`src/hdl/rfc_pkg.sv`:
```
// shared types and constants for the co2 response frame checker
// no dependencies; imported by rfc_ctrl, rfc_datapath and the top level
`default_nettype none

package rfc_pkg;

  localparam int BYTE_W     = 8;
  localparam int READ_W     = 16;
  localparam int OC_W       = 3;
  localparam int ST_W       = 2;
  localparam int CFG_IDX_W  = 1;
  localparam int CFG_DATA_W = 16;

  localparam logic [BYTE_W-1:0] HDR_BYTE = 8'h16;

  // outcome codes
  localparam logic [OC_W-1:0] OC_OK     = 3'd0;
  localparam logic [OC_W-1:0] OC_HEADER = 3'd1;
  localparam logic [OC_W-1:0] OC_CSUM   = 3'd2;
  localparam logic [OC_W-1:0] OC_ZERO   = 3'd3;
  localparam logic [OC_W-1:0] OC_WARM   = 3'd4;
  localparam logic [OC_W-1:0] OC_LENGTH = 3'd5;

  // sensor status codes
  localparam logic [ST_W-1:0] ST_NONE    = 2'd0;
  localparam logic [ST_W-1:0] ST_WARM    = 2'd1;
  localparam logic [ST_W-1:0] ST_STARTED = 2'd2;

  // register indexes
  localparam logic [CFG_IDX_W-1:0] CFG_WARMUP_SECONDS = 1'b0;
  localparam logic [CFG_IDX_W-1:0] CFG_WARMUP_MARKER  = 1'b1;

  localparam logic [CFG_DATA_W-1:0] WARMUP_SECONDS_RST = 16'd130;
  localparam logic [CFG_DATA_W-1:0] WARMUP_MARKER_RST  = 16'd550;

  typedef struct packed {
    logic capture;   // latch the input byte
    logic commit;    // apply the latched byte to the frame state
    logic div_run;   // one quotient bit of the average
    logic finish;    // load the average into the result register
  } rfc_cmd_t;

  typedef struct packed {
    logic has_result;
    logic need_div;
    logic div_done;
  } rfc_stat_t;

endpackage

`default_nettype wire

```
`src/hdl/rfc_datapath.sv`:
```
// datapath of the co2 response frame checker: frame parser, averaging
// window, bit-serial divider and result register; depends on rfc_pkg
`default_nettype none

module rfc_datapath #(
  parameter int AVG_DEPTH = 2,
  parameter int MAX_REPLY = 24
) (
  input  logic                           clk,
  input  logic                           rst,
  input  logic [rfc_pkg::BYTE_W-1:0]     rx_byte,
  input  logic                           first_byte,
  input  logic [rfc_pkg::READ_W-1:0]     uptime_s,
  input  logic                           cfg_we,
  input  logic [rfc_pkg::CFG_IDX_W-1:0]  cfg_index,
  input  logic [rfc_pkg::CFG_DATA_W-1:0] cfg_data,
  input  rfc_pkg::rfc_cmd_t              cmd,
  output rfc_pkg::rfc_stat_t             stat,
  output logic [rfc_pkg::OC_W-1:0]       outcome,
  output logic [rfc_pkg::READ_W-1:0]     co2_average,
  output logic [rfc_pkg::READ_W-1:0]     raw_reading,
  output logic                           status_changed,
  output logic [rfc_pkg::ST_W-1:0]       sensor_status
);
  import rfc_pkg::*;

  localparam int POS_W   = $clog2(MAX_REPLY);
  localparam int PTR_W   = (AVG_DEPTH > 1) ? $clog2(AVG_DEPTH) : 1;
  localparam int FILL_W  = $clog2(AVG_DEPTH + 1);
  localparam int TOTAL_W = READ_W + $clog2(AVG_DEPTH);
  localparam int CNT_W   = $clog2(TOTAL_W + 1);

  // latched input byte
  logic [BYTE_W-1:0] b;
  logic              first;
  logic [READ_W-1:0] up;

  // configuration
  logic [CFG_DATA_W-1:0] warmup_seconds;
  logic [CFG_DATA_W-1:0] warmup_marker;

  // frame state
  logic [POS_W-1:0]  pos;
  logic [BYTE_W-1:0] len;
  logic [BYTE_W-1:0] sum;
  logic [BYTE_W-1:0] hi;
  logic [BYTE_W-1:0] lo;
  logic              skip;
  logic [ST_W-1:0]   cur_status;

  // averaging window
  logic [READ_W-1:0]  win [AVG_DEPTH];
  logic [PTR_W-1:0]   ptr;
  logic [FILL_W-1:0]  fill;
  logic [TOTAL_W-1:0] total;

  // divider
  logic [TOTAL_W-1:0] quot;
  logic [FILL_W-1:0]  rem;
  logic [CNT_W-1:0]   cnt;
  logic [FILL_W:0]    rem_sh;
  logic               rem_ge;

  // decode
  logic [READ_W-1:0]  reading;
  logic               len_bad;
  logic               in_body;
  logic               csum_ok;
  logic               warm;
  logic               has_result;
  logic               at_csum;
  logic [OC_W-1:0]    oc;
  logic               sets_status;
  logic [ST_W-1:0]    new_status;
  logic               full;
  logic [TOTAL_W-1:0] total_next;
  logic [FILL_W-1:0]  fill_next;
  logic [PTR_W-1:0]   ptr_next;

  assign reading = {hi, lo};
  assign len_bad = (({1'b0, b} + 9'd3) > 9'(MAX_REPLY)) || (b < 8'd3);
  assign in_body = (9'(pos) < ({1'b0, len} + 9'd2));
  assign csum_ok = (8'(b + sum) == 8'h00);
  assign warm    = (up < warmup_seconds) && (reading == warmup_marker);

  always_comb begin
    has_result = 1'b0;
    at_csum    = 1'b0;
    oc         = OC_OK;
    if (first) begin
      if (b != HDR_BYTE) begin
        has_result = 1'b1;
        oc         = OC_HEADER;
      end
    end else if (!skip) begin
      if (pos == POS_W'(1)) begin
        if (len_bad) begin
          has_result = 1'b1;
          oc         = OC_LENGTH;
        end
      end else if (!in_body) begin
        has_result = 1'b1;
        at_csum    = 1'b1;
        if (!csum_ok) begin
          oc = OC_CSUM;
        end else if (reading == '0) begin
          oc = OC_ZERO;
        end else if (warm) begin
          oc = OC_WARM;
        end else begin
          oc = OC_OK;
        end
      end
    end
  end

  assign sets_status = at_csum && ((oc == OC_WARM) || (oc == OC_OK));
  assign new_status  = (oc == OC_WARM) ? ST_WARM : ST_STARTED;

  assign stat.has_result = has_result;
  assign stat.need_div   = at_csum && (oc == OC_OK);
  assign stat.div_done   = (cnt == '0);

  // window update for an accepted reading
  assign full       = (fill >= FILL_W'(AVG_DEPTH));
  assign total_next = total - (full ? TOTAL_W'(win[ptr]) : '0) + TOTAL_W'(reading);
  assign fill_next  = full ? fill : fill + FILL_W'(1);
  assign ptr_next   = (ptr == PTR_W'(AVG_DEPTH - 1)) ? '0 : ptr + PTR_W'(1);

  // restoring division, one quotient bit a cycle
  assign rem_sh = {rem, quot[TOTAL_W-1]};
  assign rem_ge = (rem_sh >= {1'b0, fill});

  // control state
  always_ff @(posedge clk) begin
    if (rst) begin
      warmup_seconds <= WARMUP_SECONDS_RST;
      warmup_marker  <= WARMUP_MARKER_RST;
      pos            <= '0;
      len            <= '0;
      sum            <= '0;
      hi             <= '0;
      lo             <= '0;
      skip           <= 1'b1;
      cur_status     <= ST_NONE;
      ptr            <= '0;
      fill           <= '0;
      total          <= '0;
      cnt            <= '0;
    end else begin
      if (cfg_we) begin
        case (cfg_index)
          CFG_WARMUP_SECONDS: warmup_seconds <= cfg_data;
          CFG_WARMUP_MARKER:  warmup_marker  <= cfg_data;
          default: ;
        endcase
      end
      if (cmd.commit) begin
        if (first) begin
          len <= '0;
          hi  <= '0;
          lo  <= '0;
          if (b != HDR_BYTE) begin
            skip <= 1'b1;
            sum  <= '0;
            pos  <= '0;
          end else begin
            skip <= 1'b0;
            sum  <= b;
            pos  <= POS_W'(1);
          end
        end else if (!skip) begin
          if (pos == POS_W'(1)) begin
            len <= b;
            if (len_bad) begin
              skip <= 1'b1;
            end else begin
              sum <= 8'(sum + b);
              pos <= POS_W'(2);
            end
          end else if (in_body) begin
            if (pos == POS_W'(3)) hi <= b;
            if (pos == POS_W'(4)) lo <= b;
            sum <= 8'(sum + b);
            pos <= pos + POS_W'(1);
          end else begin
            skip <= 1'b1;
            if (sets_status) cur_status <= new_status;
            if (stat.need_div) begin
              total <= total_next;
              fill  <= fill_next;
              ptr   <= ptr_next;
              cnt   <= CNT_W'(TOTAL_W);
            end
          end
        end
      end else if (cmd.div_run) begin
        cnt <= cnt - CNT_W'(1);
      end
    end
  end

  // payload registers
  always_ff @(posedge clk) begin
    if (cmd.capture) begin
      b     <= rx_byte;
      first <= first_byte;
      up    <= uptime_s;
    end
    if (cmd.commit && stat.need_div) begin
      win[ptr] <= reading;
      quot     <= total_next;
      rem      <= '0;
    end else if (cmd.div_run) begin
      rem  <= rem_ge ? FILL_W'(rem_sh - {1'b0, fill}) : FILL_W'(rem_sh);
      quot <= {quot[TOTAL_W-2:0], rem_ge};
    end
    if (cmd.commit && has_result) begin
      outcome        <= oc;
      raw_reading    <= at_csum ? reading : '0;
      co2_average    <= '0;
      status_changed <= sets_status && (cur_status != new_status);
      sensor_status  <= sets_status ? new_status : cur_status;
    end else if (cmd.finish) begin
      co2_average <= quot[READ_W-1:0];
    end
  end

endmodule

`default_nettype wire

```
`config.mk`:
```
export PLATFORM = sky130hd
export DESIGN_NAME = rfc_datapath
export DESIGN_NICKNAME = d
export VERILOG_FILES = /design/src/hdl/rfc_pkg.sv /design/src/hdl/rfc_datapath.sv
export SDC_FILE = /design/constraint.sdc
export NUM_CORES = 1
export LEC_CHECK = 0
export BUFFER_PORTS_ARGS = -buffer_cell sky130_fd_sc_hd__buf_4
export CAP_MARGIN = 20
export CORE_MARGIN = 2
export CORE_UTILIZATION = 45
export CTS_CLUSTER_DIAMETER = 40
export DETAILED_ROUTE_END_ITERATION = 10
export PLACE_DENSITY = 0.74
export SLEW_MARGIN = 20
export SYNTH_ARGS = -nofsm -noshare
export SYNTH_HDL_FRONTEND = slang
export SYNTH_SLANG_ARGS = --single-unit
```
`constraint.sdc`:
```
create_clock -name clk -period 9 [get_ports clk]
set_input_delay 0 -clock clk [delete_from_list [all_inputs] [get_ports clk]]
set_output_delay 0 -clock clk [all_outputs]
set_load 0.01 [all_outputs]
```
Word level (Yosys, flattened, before mapping)
Memories as Yosys holds them, arrays and structs flattened. A register that Yosys moved wholly into a read port is not among the register bits.
Index checks and enable logic that the tools add are counted.
{"block": "classes", "add_sub_neg": 10, "multipliers": 0, "div": 0, "n_lt_le_gt_ge": 6, "eq_ne": 15, "shifts": 0, "muxes": 63, "bitwise": 6, "n_reduce_logical": 29}
{"cell": "$mux W8", "n": 19}
{"cell": "$mux W5", "n": 12}
{"cell": "$mux W17", "n": 2}
{"cell": "$mux W3", "n": 8}
{"cell": "$add A8 B2 Y9 const B", "n": 2}
{"cell": "$mux W1", "n": 18}
{"cell": "$add A17 B16 Y17", "n": 1}
{"cell": "$sub A17 B16 Y17", "n": 1}
{"cell": "$eq A16 B16 Y1", "n": 1}
{"cell": "$logic_not A16 Y1", "n": 1}
{"cell": "$lt A16 B16 Y1", "n": 1}
{"cell": "$mux W16", "n": 1}
{"cell": "$reduce_and A5 Y1", "n": 3}
{"cell": "$ne A2 B2 Y1 const B", "n": 6}
{"cell": "$reduce_and A6 Y1", "n": 2}
{"cell": "$reduce_bool A2 Y1", "n": 6}
{"cell": "$gt A9 B5 Y1 const B", "n": 1}
{"cell": "$lt A5 B9 Y1", "n": 1}
{"cell": "$add A8 B8 Y8", "n": 1}
{"cell": "$logic_not A8 Y1", "n": 1}
{"cell": "$lt A8 B2 Y1 const B", "n": 1}
{"cell": "$ne A8 B5 Y1 const B", "n": 1}
{"cell": "$reduce_and A7 Y1", "n": 1}
{"cell": "$logic_and A1 B1 Y1", "n": 6}
{"cell": "23 further kinds", "n": 32}
{"block": "word_totals", "regBits": 179, "latch_bits": 0, "ramBits": 32, "rom_bits": 0, "input_bits": 49, "out_inout_bits": 41, "mem_count": 1}
{"name": "win", "depth": 2, "width": 16, "read_ports": 1, "rd_clocked_by_memory_dff": 1, "wr": 1, "line_no": "rfc_datapath.sv:52", "rtl": "logic [READ_W-1:0] win [AVG_DEPTH];"}

Longest topological paths before layout
{"block": "logic_depth", "ltp_word": 17, "ltp_mapped": 17}

Worst setup path after synthesis
No wires, ideal clock.
{"block": "synth_timing", "path_type": "flip-flop to flip-flop", "start": "register (tool-made name)", "end": "register quot[16] (data pin)", "setup_time_ns": 0.268, "arrival_ns": 3.652, "required_ns": 8.732, "setup_slack_ns": 5.080, "path_stages_with_launch": 15, "path_buffers": 2, "period_less_slack_ns": 3.920, "cell_sequence": "dfxtp_1 clkbuf_1 clkbuf_1 mux2i_1 nor2_1 fa_1 inv_1 ha_1 and3_1 nand3_1 a211oi_1 o31ai_1 o311ai_0 xor2_1 o21ai_0"}
{"element": "to (signal assigned)", "line_no": "rfc_datapath.sv:212", "rtl": "quot <= total_next;"}
{"element": "to (signal assigned)", "line_no": "rfc_datapath.sv:216", "rtl": "quot <= {quot[TOTAL_W-2:0], rem_ge};"}
{"element": "to (decl)", "line_no": "rfc_datapath.sv:58", "rtl": "logic [TOTAL_W-1:0] quot;"}

==> results_dict.tcl <==
set metrics [dict create \
    switching_share_pct 24.6 \
    hold_class "in -> reg" \
    criticalPathCategory "reg -> reg" \
    drv_slew 0 \
    grt_pass1_wl_um 38800 \
    power_uw 2450 \
    routedWlPerCell_um 15.6 \
    timing.final.crit_share_pct 48.4 \
    cap_violations 0 \
    dr.first_iter.drc_count 557 \
    grt_usage_pct 19.5 \
    portBuffers 89 \
    power_density_nw_per_um2 190 \
    core_area_um2 22700 \
    cts_tree "yes" \
    finalNonFillerCells 1506 \
    yosysUniqueCellTypes 67 \
    fillerInstances 1927 \
    synthCells 1058 \
    place_ws_ns 4.42 \
    antenna_found_initial 0 \
    dp.cells 1398 \
    fp.dieW_um 156 \
    dpl.hpwl_um 16000 \
    synth_top_area_cell "edfxtp_1" \
    clockBufferDepth 3 \
    num_io_pins 90 \
    grt_pass1_vias 7783 \
    synth-edff-count 96 \
    syn_to_final_growth_pct 23.9 \
    die_h_um 156 \
    drcViolationCount 0 \
    fin_nets 1314 \
    fmax_mhz 230 \
    grt_max_degree 98 \
    vdd_drop_max_uv 177 \
    p_leak_uw 0.00498 \
    end_kind "register" \
    hold_start "cfg_we" \
    critPathArrivalTime_ns 4.83 \
    drt-pass1-iter-count 6 \
    cts_buffers 31 \
    die_area_um2 24400 \
    fin_ws_ns 4.64 \
    start_kind "register" \
    period_minus_slack_ns 4.36 \
    syn_nets 1176 \
    skew_ns 0.0232 \
    yosys_warnings 0 \
    async_flop_share_pct 0 \
    h-tree-depth 1 \
    ys.flop_type "dfxtp_1" \
    power.sequential.fraction_pct 43.8 \
    start_util_pct 45.9 \
    clkPwrFrac_pct 47.8 \
    cts.clk_slew.worst_paths_ns 0.06 \
    grt_overflow 0 \
    synth_top_area_share_pct 27.7 \
    routed_via_density 5.33 \
    final.setup.tns_ns 0 \
    hold_viol_final 0 \
    rsz0062_at_grt "false" \
    rows 55 \
    p_int_uw 1850 \
    avgSynthCellArea_um2 9.84 \
    ys_seq_area_share_pct 50.0 \
    final_core_util_pct 56.8 \
    ys_seq_elements 212 \
    drive_gt1_share_pct 14.2 \
    finalSetupViolations 0 \
    antennaDiodeCount 0 \
    synth_area_leaders "edfxtp_1 (28%), dfxtp_1 (22%), ha_1 (6.2%), nand2_1 (5.1%), a21oi_1 (4.2%)" \
    synth_area_um2 10400 \
    drt-total-wl_um 23500 \
    combPwrFrac_pct 8.4 \
    cts-resized-gates 0 \
    postRouteAntennaNets 0 \
    max_slew_margin_pct 30.0 \
    required_ns 9.47 \
    tightest_slew_ns 1.05 \
    p_switching_uw 603 \
    num_vias 8030 \
    cts_root_buffer "clkbuf_16" \
    gp_congestion 0.877 \
    cts_sinks 212 \
    status "complete, no violations" \
    cp_max_fo 16 \
    clk_latency_ns 0.57 \
]
==> path summary, 6_finish.rpt <==
kind                  endpoint  slack [ns]  depth (start not counted)
max                  total[16]        4.64                         12
min reg2reg  warmup_seconds[2]        0.45                          2
max reg2reg          total[16]        4.64                         12
min          warmup_seconds[0]        0.05                          5
==> cell type report <==
type / instances / area [um2] / area share (%)
Clock buffer: 41 / 875 / 6.78
Tap cell: 285 / 357 / 2.76
Clock inverter: 17 / 166 / 1.29
Timing Repair Buffer: 146 / 1240 / 9.58
Sequential cell: 212 / 5200 / 40.3
Inverter: 92 / 345 / 2.68
Multi-Input combinational cell: 713 / 4720 / 36.6
==> flip-flops by register name, indices dropped and copies added, names as in the netlist, 2 cells and up, named ones only <==
register and flops:
b 8, cnt 5, co2_average 16, cur_status 2, fill 2, hi 8, len 8, lo 8
outcome 3, pos 5, quot 17, raw_reading 16, rem 2, sensor_status 2, sum 8, total 17
up 16, warmup_marker 16, warmup_seconds 16, win 32
==> layer usage <==
| metal | track usage, % | wire length, um |
|---|---|---|
| met3 | 3.08 | 1110 |
| met5 | 0 | 0 |
| met1 | 25.8 | 10500 |
| met4 | 3.98 | 443 |
| met2 | 34.1 | 11500 |
==> critical path, cell delays in order (launching register included) <==
cell and delay [ns]:
dfxtp_1 0.91, mux2i_1 0.27, nor2_1 0.07, fa_1 0.49, inv_1 0.04, ha_1 0.34, nor2b_1 0.17, o31ai_1 0.43
a211oi_1 0.20, o31ai_1 0.53, o311ai_0 0.30, or3_1 0.37, a21oi_1 0.14
==> synthesized netlist by cell type (3+ instances only) <==
| cell | count |
|---|---|
| or3_1 | 8 |
| xnor2_1 | 29 |
| nand3b_1 | 12 |
| nor3_1 | 30 |
| nand2b_1 | 9 |
| xor2_1 | 7 |
| nor3b_1 | 12 |
| o21bai_1 | 3 |
| o31a_1 | 4 |
| nor2_1 | 95 |
| or4_1 | 4 |
| a21oi_1 | 88 |
| ha_1 | 52 |
| fa_1 | 17 |
| clkbuf_1 | 38 |
| nand4_1 | 7 |
| o21ai_0 | 19 |
| nand2_1 | 142 |
| o21ai_1 | 5 |
| a211o_1 | 3 |
| nor4_1 | 8 |
| o31ai_1 | 5 |
| o211ai_1 | 5 |
| inv_1 | 91 |
| a211oi_1 | 10 |
| nor2b_1 | 10 |
| dfxtp_1 | 116 |
| edfxtp_1 | 96 |
| o21a_1 | 5 |
| a21o_1 | 9 |
| and2_1 | 4 |
| and3_1 | 3 |
| or2_2 | 4 |
| nor4b_1 | 3 |
| mux2i_1 | 32 |
| a22oi_1 | 16 |
| a2111oi_0 | 3 |
| nand3_1 | 12 |
| a31oi_1 | 6 |
==> placed cells by master (no fill, tap or decap), types with 6 or more instances in the layout <==
cell	count
a22oi_1	16
mux2i_1	32
nand3b_1	12
inv_1	91
nor3_1	29
a21o_1	9
a21oi_1	88
ha_1	52
o21ai_0	19
a211oi_1	10
nor4_1	8
nand2_1	142
nand2b_1	9
xor2_1	7
clkinv_4	8
a31oi_1	6
or3_1	8
dlygate4sd3_1	48
nor3b_1	12
nand3_1	12
clkbuf_16	32
fa_1	17
nor2b_1	10
dfxtp_1	116
edfxtp_1	96
buf_4	97
nor2_1	94
xnor2_1	29
nand4_1	7
==> kinds of logic (layout without fill, tap and decap cells) <==
| family | count (synthesis) | after routing | synth area share [%] |
|---|---|---|---|
| and+or+nand+nor | 374 | 374 | 17.2 |
| DFF | 212 | 212 | 50.0 |
| AOI/OAI and AO/OA | 200 | 200 | 12.1 |
| buffers and inverters | 133 | 296 | 4.85 |
| adders and majority gates | 69 | 69 | 9.52 |
| xor gates and xnor gates | 36 | 36 | 3.03 |
| muxes | 34 | 34 | 3.29 |
==> power groups by stage <==
stage               combinational (uW)  sequential [uW]  clock [uW]
floorplan                          114             1090           0
global placement                   181             1090           0
detailed placement                 186             1090           0
CTS                                203             1070        1190
global route                       230             1080        1240
finish                             205             1070        1170
==> through the flow <==
stage          instance area [um2]  hold WS (ns)
2_1_floorplan                10400        0.0989
3_3_place_gp                 11300         0.178
3_5_place_dp                 11300         0.179
4_1_cts                      12900        0.0196
5_1_grt                      12900        0.0478
6_report                     12900        0.0467
==> repair_timing <==
action	CTS	global route
endpoints found under the hold margin	106	0
hold buffers	48	0
buffers inserted	0	0
Note: power is estimated with default switching activity, not from simulation.
